### src/rtl/core/utft_pkg.sv
// ----------------------------------------------------------------------------
// utft_pkg
// Shared types, codes and helpers of the UTF transcoder.
// ----------------------------------------------------------------------------
package utft_pkg;

  // Encoding formats; code three is handled as UTF-32
  localparam logic [1:0] FMT_UTF8  = 2'd0;
  localparam logic [1:0] FMT_UTF16 = 2'd1;
  localparam logic [1:0] FMT_UTF32 = 2'd2;

  // Error codes of a result
  localparam logic [1:0] ERR_NONE         = 2'd0;
  localparam logic [1:0] ERR_INVALID_LEAD = 2'd1;
  localparam logic [1:0] ERR_RANGE        = 2'd2;

  // Configuration register indexes
  localparam int unsigned CFG_INDEX_W = 1;
  localparam logic [CFG_INDEX_W-1:0] REG_SOURCE_FORMAT = 1'd0;
  localparam logic [CFG_INDEX_W-1:0] REG_TARGET_FORMAT = 1'd1;

  localparam int unsigned CP_W      = 21;
  localparam int unsigned UNIT_W    = 32;
  localparam int unsigned MAX_UNITS = 4;

  typedef struct packed {
    logic [UNIT_W-1:0] code_unit;
    logic              block_start;
  } in_item_t;

  typedef struct packed {
    logic [UNIT_W-1:0] out_unit;
    logic              last_unit;
    logic [1:0]        error_code;
  } out_item_t;

  // Decoder state carried from one unit to the next
  typedef struct packed {
    logic [CP_W-1:0] partial_point;
    logic [1:0]      units_remaining;
    logic [1:0]      block_byte_pos;
  } dec_state_t;

  // Outcome of decoding one unit
  typedef struct packed {
    logic            produce;     // at least one result follows
    logic [1:0]      error_code;
    logic [CP_W-1:0] code_point;
    dec_state_t      next_state;
  } dec_step_t;

  // One to four target units that belong together
  typedef struct packed {
    logic [MAX_UNITS-1:0][CP_W-1:0] units;
    logic [1:0]                     last_idx;
    logic [1:0]                     error_code;
  } unit_bundle_t;

  // Block position, saturating at three
  function automatic logic [1:0] pos_advance(input logic [1:0] pos, input logic [1:0] step);
    logic [2:0] sum;
    sum = {1'b0, pos} + {1'b0, step};
    return sum[2] ? 2'd3 : sum[1:0];
  endfunction

endpackage

### src/rtl/core/utf_transcoder.sv
// ----------------------------------------------------------------------------
// utf_transcoder
// Streaming converter between UTF-8, UTF-16 and UTF-32 code units.
// ----------------------------------------------------------------------------
// The block takes one source code unit per transfer on the item channel and
// gives target code units on the result channel, one unit per transfer, with
// last_unit set on the final unit of each code point and on every error.
// It accepts a new unit every cycle unless item_stall is high; a unit whose
// code point is complete produces one to four results, and the result port
// sends one of them per cycle while result_stall is low, so sustained
// throughput is one input per cycle while each unit yields at most one result
// and the output is not stalled, and otherwise is set by the result count.
// A unit passes an input register, then the decode/encode logic feeding the
// output bundle register. Units that only open or extend a sequence, and
// stray leads inside the block-start window, produce nothing and pass through
// even while the output is busy. Configuration (source_format, target_format)
// is written through cfg_write, cfg_index and cfg_data; the user must write it
// only while the block is idle, which the block does not enforce. Writing
// source_format abandons any open sequence. Format code three behaves as UTF-32.
// ----------------------------------------------------------------------------
module utf_transcoder (
  input  logic                                clk,
  input  logic                                rst,

  input  logic                                cfg_write,
  input  logic [utft_pkg::CFG_INDEX_W-1:0]    cfg_index,
  input  logic [1:0]                          cfg_data,

  input  logic                                item_valid,
  output logic                                item_stall,
  input  utft_pkg::in_item_t                  item,

  output logic                                result_valid,
  input  logic                                result_stall,
  output utft_pkg::out_item_t                 result
);

  // configuration
  logic [1:0] source_format;
  logic [1:0] target_format;

  // input register
  logic               in_full;
  utft_pkg::in_item_t in_item;

  // decoder state
  utft_pkg::dec_state_t state;

  utft_pkg::dec_step_t    step;
  utft_pkg::unit_bundle_t bundle;
  logic                   load_ready;
  logic                   advance;   // held unit leaves the input register
  logic                   load;      // ... and carries results into the queue
  logic                   item_take;

  utft_decoder u_decoder (
    .source_format (source_format),
    .item          (in_item),
    .state         (state),
    .step          (step)
  );

  utft_encoder u_encoder (
    .target_format (target_format),
    .code_point    (step.code_point),
    .error_code    (step.error_code),
    .bundle        (bundle)
  );

  // results-free units never wait on the output side
  assign advance = in_full && (load_ready || !step.produce);
  assign load = advance && step.produce;
  assign item_stall = in_full && !advance;
  assign item_take = item_valid && !item_stall;

  utft_out_queue u_out_queue (
    .clk          (clk),
    .rst          (rst),
    .load         (load),
    .bundle_in    (bundle),
    .load_ready   (load_ready),
    .result_valid (result_valid),
    .result_stall (result_stall),
    .result       (result)
  );

  always_ff @(posedge clk) begin
    if (rst) begin
      in_full <= 1'b0;
    end else if (item_take) begin
      in_full <= 1'b1;
    end else if (advance) begin
      in_full <= 1'b0;
    end
  end

  always_ff @(posedge clk) begin
    if (item_take) begin
      in_item <= item;
    end
  end

  // config and state; the user must write only while idle, which is not enforced
  always_ff @(posedge clk) begin
    if (rst) begin
      source_format <= utft_pkg::FMT_UTF8;
      target_format <= utft_pkg::FMT_UTF16;
      state <= '0;
    end else if (cfg_write) begin
      case (cfg_index)
        utft_pkg::REG_SOURCE_FORMAT: begin
          source_format <= cfg_data;
          state.partial_point <= '0;
          state.units_remaining <= 2'd0;
        end
        utft_pkg::REG_TARGET_FORMAT: begin
          target_format <= cfg_data;
        end
        default: begin
        end
      endcase
    end else if (advance) begin
      state <= step.next_state;
    end
  end

  // UTF-32 input never leaves a sequence open
  assert property (@(posedge clk) disable iff (rst)
    (state.units_remaining != 2'd0) |->
      (source_format == utft_pkg::FMT_UTF8 || source_format == utft_pkg::FMT_UTF16))
    else $error("open sequence with UTF-32 source");

  // UTF-16 input waits for at most one low surrogate
  assert property (@(posedge clk) disable iff (rst)
    (source_format == utft_pkg::FMT_UTF16) |-> (state.units_remaining <= 2'd1))
    else $error("UTF-16 sequence longer than a pair");

  // a held unit is never replaced before it has been consumed
  assert property (@(posedge clk) disable iff (rst)
    (in_full && !advance) |=> (in_full && $stable(in_item)))
    else $error("input register lost a unit");

endmodule

### src/rtl/core/utft_decoder.sv
// ----------------------------------------------------------------------------
// utft_decoder
// Folds one source unit into the decoder state; flags a finished code point
// or an error.
// ----------------------------------------------------------------------------
module utft_decoder (
  input  logic [1:0]           source_format,
  input  utft_pkg::in_item_t   item,
  input  utft_pkg::dec_state_t state,
  output utft_pkg::dec_step_t  step
);

  utft_pkg::dec_state_t st0;
  logic [7:0]  b;
  logic [15:0] w;
  logic [1:0]  rem_dec;

  always_comb begin
    // block start clears position and abandons an open sequence
    st0 = item.block_start ? '0 : state;
    b = item.code_unit[7:0];
    w = item.code_unit[15:0];
    rem_dec = st0.units_remaining - 2'd1;

    step.produce = 1'b0;
    step.error_code = utft_pkg::ERR_NONE;
    step.code_point = '0;
    step.next_state = st0;

    case (source_format)
      utft_pkg::FMT_UTF8: begin
        if (st0.units_remaining != 2'd0) begin
          step.next_state.partial_point = {st0.partial_point[14:0], b[5:0]};
          step.next_state.units_remaining = rem_dec;
          step.next_state.block_byte_pos = utft_pkg::pos_advance(st0.block_byte_pos, 2'd1);
          step.code_point = {st0.partial_point[14:0], b[5:0]};
          step.produce = (rem_dec == 2'd0);
        end else if (!b[7]) begin
          step.next_state.block_byte_pos = utft_pkg::pos_advance(st0.block_byte_pos, 2'd1);
          step.code_point = {13'd0, b};
          step.produce = 1'b1;
        end else if (b[7:5] == 3'b110) begin
          step.next_state.partial_point = {16'd0, b[4:0]};
          step.next_state.units_remaining = 2'd1;
          step.next_state.block_byte_pos = utft_pkg::pos_advance(st0.block_byte_pos, 2'd1);
        end else if (b[7:4] == 4'b1110) begin
          step.next_state.partial_point = {17'd0, b[3:0]};
          step.next_state.units_remaining = 2'd2;
          step.next_state.block_byte_pos = utft_pkg::pos_advance(st0.block_byte_pos, 2'd1);
        end else if (b[7:3] == 5'b11110) begin
          step.next_state.partial_point = {18'd0, b[2:0]};
          step.next_state.units_remaining = 2'd3;
          step.next_state.block_byte_pos = utft_pkg::pos_advance(st0.block_byte_pos, 2'd1);
        end else begin
          // stray continuation or 11111xxx: skipped near block start
          step.next_state.block_byte_pos = utft_pkg::pos_advance(st0.block_byte_pos, 2'd1);
          step.produce = (st0.block_byte_pos >= 2'd3);
          step.error_code = utft_pkg::ERR_INVALID_LEAD;
        end
      end
      utft_pkg::FMT_UTF16: begin
        if (st0.units_remaining != 2'd0) begin
          step.code_point = {1'b0, st0.partial_point[9:0], w[9:0]} + 21'h01_0000;
          step.produce = 1'b1;
          step.next_state.partial_point = '0;
          step.next_state.units_remaining = 2'd0;
          step.next_state.block_byte_pos = utft_pkg::pos_advance(st0.block_byte_pos, 2'd2);
        end else if (w[15:10] == 6'b110110) begin
          step.next_state.partial_point = {11'd0, w[9:0]};
          step.next_state.units_remaining = 2'd1;
          step.next_state.block_byte_pos = utft_pkg::pos_advance(st0.block_byte_pos, 2'd2);
        end else if (w[15:10] == 6'b110111) begin
          // lone low surrogate
          step.next_state.block_byte_pos = utft_pkg::pos_advance(st0.block_byte_pos, 2'd1);
          step.produce = (st0.block_byte_pos >= 2'd2);
          step.error_code = utft_pkg::ERR_INVALID_LEAD;
        end else begin
          step.next_state.block_byte_pos = utft_pkg::pos_advance(st0.block_byte_pos, 2'd2);
          step.code_point = {5'd0, w};
          step.produce = 1'b1;
        end
      end
      default: begin
        step.next_state.units_remaining = 2'd0;
        step.produce = 1'b1;
        step.code_point = item.code_unit[20:0];
        if (item.code_unit >= 32'h0011_0000) begin
          step.error_code = utft_pkg::ERR_RANGE;
        end
      end
    endcase
  end

endmodule

### src/rtl/core/utft_encoder.sv
// ----------------------------------------------------------------------------
// utft_encoder
// Turns a code point, or an error, into the bundle of target units.
// ----------------------------------------------------------------------------
module utft_encoder (
  input  logic [1:0]              target_format,
  input  logic [20:0]             code_point,
  input  logic [1:0]              error_code,
  output utft_pkg::unit_bundle_t  bundle
);

  logic [20:0] cp;
  logic [20:0] v;

  always_comb begin
    cp = code_point;
    v = cp - 21'h01_0000;
    bundle.units = '0;
    bundle.last_idx = 2'd0;
    bundle.error_code = error_code;

    if (error_code != utft_pkg::ERR_NONE) begin
      bundle.units = '0;
    end else begin
      case (target_format)
        utft_pkg::FMT_UTF8: begin
          if (cp < 21'h80) begin
            bundle.units[0] = cp;
          end else if (cp < 21'h800) begin
            bundle.units[0] = {13'd0, 3'b110, cp[10:6]};
            bundle.units[1] = {13'd0, 2'b10, cp[5:0]};
            bundle.last_idx = 2'd1;
          end else if (cp < 21'h01_0000) begin
            bundle.units[0] = {13'd0, 4'b1110, cp[15:12]};
            bundle.units[1] = {13'd0, 2'b10, cp[11:6]};
            bundle.units[2] = {13'd0, 2'b10, cp[5:0]};
            bundle.last_idx = 2'd2;
          end else begin
            bundle.units[0] = {13'd0, 5'b11110, cp[20:18]};
            bundle.units[1] = {13'd0, 2'b10, cp[17:12]};
            bundle.units[2] = {13'd0, 2'b10, cp[11:6]};
            bundle.units[3] = {13'd0, 2'b10, cp[5:0]};
            bundle.last_idx = 2'd3;
          end
        end
        utft_pkg::FMT_UTF16: begin
          if (cp > 21'h00_FFFF) begin
            bundle.units[0] = {5'd0, 6'b110110, v[19:10]};
            bundle.units[1] = {5'd0, 6'b110111, v[9:0]};
            bundle.last_idx = 2'd1;
          end else begin
            bundle.units[0] = cp;
          end
        end
        default: begin
          bundle.units[0] = cp;
        end
      endcase
    end
  end

endmodule

### src/rtl/core/utft_out_queue.sv
// ----------------------------------------------------------------------------
// utft_out_queue
// Holds one bundle of target units and hands them out one per transfer.
// ----------------------------------------------------------------------------
module utft_out_queue (
  input  logic                   clk,
  input  logic                   rst,
  input  logic                   load,
  input  utft_pkg::unit_bundle_t bundle_in,
  output logic                   load_ready,
  output logic                   result_valid,
  input  logic                   result_stall,
  output utft_pkg::out_item_t    result
);

  utft_pkg::unit_bundle_t bundle;
  logic                   full;
  logic [1:0]             idx;
  logic                   take;
  logic                   at_last;

  assign take = full && !result_stall;
  assign at_last = (idx == bundle.last_idx);
  assign load_ready = !full || (take && at_last);

  assign result_valid = full;
  assign result.out_unit = {11'd0, bundle.units[idx]};
  assign result.last_unit = at_last;
  assign result.error_code = bundle.error_code;

  always_ff @(posedge clk) begin
    if (rst) begin
      full <= 1'b0;
      idx <= 2'd0;
    end else if (load) begin
      full <= 1'b1;
      idx <= 2'd0;
    end else if (take) begin
      if (at_last) begin
        full <= 1'b0;
        idx <= 2'd0;
      end else begin
        idx <= idx + 2'd1;
      end
    end
  end

  always_ff @(posedge clk) begin
    if (load) begin
      bundle <= bundle_in;
    end
  end

  // a bundle not yet finished stays on the port after a transfer
  assert property (@(posedge clk) disable iff (rst)
    (take && !at_last) |=> (result_valid && idx == $past(idx) + 2'd1))
    else $error("bundle dropped before its last unit");

  // error results are always single units
  assert property (@(posedge clk) disable iff (rst)
    (full && bundle.error_code != utft_pkg::ERR_NONE) |-> (bundle.last_idx == 2'd0))
    else $error("error result spans more than one unit");

  // a new bundle never overwrites one still being sent
  assert property (@(posedge clk) disable iff (rst)
    load |-> load_ready)
    else $error("bundle loaded while output busy");

endmodule
### config.mk
export PLATFORM = sky130hd
export DESIGN_NAME = utf_transcoder
export DESIGN_NICKNAME = d
export VERILOG_FILES = /design/src/rtl/core/utft_pkg.sv /design/src/rtl/core/utf_transcoder.sv /design/src/rtl/core/utft_decoder.sv /design/src/rtl/core/utft_encoder.sv /design/src/rtl/core/utft_out_queue.sv
export SDC_FILE = /design/constraint.sdc
export NUM_CORES = 1
export LEC_CHECK = 0
export BUFFER_PORTS_ARGS = -buffer_cell sky130_fd_sc_hd__clkbuf_2
export CORE_ASPECT_RATIO = 0.75
export CORE_MARGIN = 2
export CORE_UTILIZATION = 59
export DETAILED_ROUTE_END_ITERATION = 8
export PLACE_DENSITY_LB_ADDON = 0.25
export SLEW_MARGIN = 40
export SYNTH_ARGS = -nofsm -noshare
export SYNTH_HDL_FRONTEND = slang
export SYNTH_SLANG_ARGS = --single-unit
### constraint.sdc
create_clock -name clk -period 4.35 [get_ports clk]
set_input_delay 1.0875 -clock clk [delete_from_list [all_inputs] [get_ports clk]]
set_output_delay 1.0875 -clock clk [all_outputs]
set_load 0.005 [all_outputs]
==> results_dict.tcl <==
set metrics [dict create \
    grt_pass1_wl_um 28960 \
    power.internal_mw 1.791 \
    vias 5630 \
    crit_family "simple AND/OR/NAND/NOR gates" \
    crit_path_start_kind "register" \
    r2r_slack_ns 0.54 \
    place_inst 819 \
    critPathCapture "u_out_queue.bundle[14]$_SDFFCE_PP0P_" \
    synth_cells 639 \
    outcome "completed" \
    fmax_mhz 262.2 \
    route.detailed.drc 0 \
    p_sw_share_pct 28.43 \
    drive_above_1_share_pct 19.17 \
    yosys_warnings 0 \
    seqPwrFrac_pct 49.2 \
    cts_resized 0 \
    post-cts-setup-buffer-count 0 \
    clock-skew-final_ns 0.01131 \
    crit_buf_inv 1 \
    root_buffer "clkbuf_16" \
    p_comb_share_pct 16.1 \
    crit_chain "o21bai_2 -> buf_4 -> nor3_1 -> or4_1 -> or4_4 -> nor2_4 -> mux2_4 -> a211o_1 -> nor2_1" \
    p_leak_nw 2.536 \
    worstPathArrival_ns 4.02 \
    clk_latency_ns 0.36 \
    setup.worst_path.start "in_item[0]$_DFFE_PP_" \
    required_ns 4.55 \
    cts_buffers 9 \
    vdd_drop_max_mv 0.2603 \
    grt_overflow 0 \
    synth_cell_types 79 \
    via_per_inst 6.743 \
    crit_path_end_kind "register" \
    hold_buffers 0 \
    grt_setup_unrepaired "no" \
    tightest_slew_ns 0.8169 \
    crit_type "reg2reg" \
    placeableCoreArea_mm2 0.01029 \
    num_io_pins 78 \
    cts_buffer_depth 2 \
    drv_slew 0 \
    path_depth 9 \
    finalSetupViolations 0 \
    rows 32 \
    numPortBuffers 66 \
    synth.cell_area_mm2 0.006253 \
    ys_seq_area_share_pct 48.50 \
    synth_edf_count 83 \
    start_util_pct 60.77 \
    grt_max_degree 52 \
    avgSynthCellArea_um2 9.786 \
    ys.flop_type "edfxtp_1" \
    gp_congestion 1.004 \
    fin_nets 738 \
    powerDensity_mw_per_mm2 357.2 \
    r2r-end "u_out_queue.bundle[14]$_SDFFCE_PP0P_" \
    cp_slowest_cell "edfxtp_1" \
    path_max_fanout 19 \
    h-tree-depth 3 \
    fin_crit_ns 3.814 \
    ys_seq_elements 110 \
    power_frac_clock_pct 34.7 \
    hpwl_um 13610 \
    cts_tree "done" \
    r2r.worst_path.cells 9 \
    slew_headroom_pct 45.07 \
    antenna_left 0 \
    grt_pass1_vias 5176 \
    switchingPower_mw 0.7114 \
    area_growth_pct 12.04 \
    period_share_pct 87.67 \
    clkTransAtPathRegs_ns 0.08 \
    grt_antenna_before_repair 0 \
    dr.pass1.iters 5 \
    routed_wl_um 18670 \
    antennaDiodeCount 0 \
    fp.dieW_um 122.9 \
    drt_first_iter_violations 790 \
    cts.sinks 110 \
    track_usage_pct 33.86 \
    wl_per_cell_um 22.36 \
    maxCapViolCount 0 \
    r2r-start "in_item[0]$_DFFE_PP_" \
    hold_class "reg2reg" \
    die_height_um 93.16 \
    hold_violations 0 \
    fill_cells 815 \
    finalSetupTns_ns 0 \
    die_area_mm2 0.01145 \
    async_reset_ff_share_pct 0 \
    critPathMaxStageDelay_ns 0.73 \
    instances_no_fill 835 \
]
[area by class of cell]
type                       count  area (um^2)  area share (%)
tap                          136        170.2           2.429
clock inverter                 7        87.58           1.250
sequential                   110         3033           43.29
multi-input combinational    460         2909           41.52
timing repair buffer          86        480.5           6.857
inverter                      27        101.3           1.446
clock buffer                   9        225.2           3.214
[cell usage in the layout (no fill, tap or decap), types with 12 or more instances in the layout]
| cell type | n |
|---|---|
| o21ai_0 | 31 |
| dfxtp_1 | 27 |
| nand2_1 | 54 |
| edfxtp_1 | 83 |
| nand2b_1 | 13 |
| nand3_1 | 24 |
| o211ai_1 | 15 |
| a21oi_1 | 57 |
| buf_4 | 20 |
| nor3_1 | 12 |
| clkbuf_2 | 66 |
| inv_1 | 26 |
| nor2_1 | 62 |
[synthesized netlist by cell type (6+ instances only)]
library cell  count  area share [%]
nand2b_1         13             1.3
edfxtp_1         83              40
dfxtp_1          27             8.6
clkbuf_1         26             1.6
nor2b_1           7            0.70
a32o_1            7             1.1
a211oi_1          8            0.96
mux2i_1          11             1.8
and2_1            9            0.90
nand3_1          24             1.9
a21oi_1          58             4.6
a32oi_1           8             1.1
nand2_1          54             3.2
mux4_2            7             2.5
inv_1            26             1.6
nor2_1           64             3.8
nor3_1           12            0.96
o211ai_1         15             1.8
buf_4            16             1.9
nand4_1           7            0.70
or3_1             6            0.60
o21ai_0          31             2.5
a31oi_1          12             1.2
[layer usage]
metal / global-route usage, % / wire [um] / vias up / part of all wire (%)
met5: 0 / 0 / - / 0
met4: 10.15 / 397 / 0 / 2.1
met3: 9.451 / 2671 / 41 / 14
met2: 45.76 / 7591 / 462 / 41
met1: 52.35 / 8012 / 2614 / 43
li1: - / - / 2513 / -
[power by group through the flow]
| stage | clock [mW] | combinational (mW) | sequential [mW] |
|---|---|---|---|
| 3_5_place_dp | 0 | 0.387 | 1.25 |
| 5_1_grt | 0.916 | 0.433 | 1.24 |
| 3_3_place_gp | 0 | 0.381 | 1.25 |
| 4_1_cts | 0.881 | 0.389 | 1.23 |
| 2_1_floorplan | 0 | 0.271 | 1.23 |
| 6_report | 0.869 | 0.402 | 1.23 |
[registers in the layout, indices dropped and copies added, names as in the netlist]
signal	count
u_out_queue.bundle	48
in_item	33
state	19
source_format	2
target_format	2
u_out_queue.idx	2
u_out_queue.result	2
in_full	1
u_out_queue.result_valid	1
[worst min-delay path by stage]
stage          cells after the start  slack (ns)                     end                   start
2_1_floorplan                      1        0.44  state[14]$_SDFFE_PP0P_  state[14]$_SDFFE_PP0P_
3_3_place_gp                       1        0.46  state[14]$_SDFFE_PP0P_  state[14]$_SDFFE_PP0P_
3_5_place_dp                       1        0.46  state[14]$_SDFFE_PP0P_  state[14]$_SDFFE_PP0P_
4_1_cts                            1        0.49  state[14]$_SDFFE_PP0P_  state[14]$_SDFFE_PP0P_
5_1_grt                            2        0.52  state[18]$_SDFFE_PP0P_  state[18]$_SDFFE_PP0P_
6_report                           1        0.49  state[14]$_SDFFE_PP0P_  state[14]$_SDFFE_PP0P_
[kinds of logic (layout without fill, tap and decap cells)]
group / after synthesis / count (layout) / synth area share (%)
multiplexers: 20 / 20 / 4.702
other: 1 / 11 / 0.05997
AO/OA/AOI/OAI: 199 / 199 / 21.79
XOR/XNOR: 4 / 4 / 0.5603
flip-flops: 110 / 110 / 48.50
buffers and inverters: 79 / 129 / 5.942
AND/OR/NAND/NOR: 223 / 223 / 17.85
adder cells (fa/ha/maj): 3 / 3 / 0.6003
[stage by stage]
| stage | power (mW) | setup WS, ns | cell area, um^2 | utilization (%) | hold slack [ns] |
|---|---|---|---|---|---|
| final | 2.503 | 0.5361 | 7007 | 68.09 | 0.4891 |
| after global routing | 2.584 | 0.3490 | 7007 | 68.09 | 0.5218 |
| after CTS | 2.499 | 0.6214 | 7000 | 68.03 | 0.4895 |
| after detailed placement | 1.639 | 0.6435 | 6688 | 64.99 | 0.4639 |
| after global placement | 1.631 | 0.7123 | 6681 | 64.93 | 0.4577 |
| after floorplan | 1.502 | 0.3023 | 6291 | - | 0.4419 |
Power figures use the tool's default switching activity.
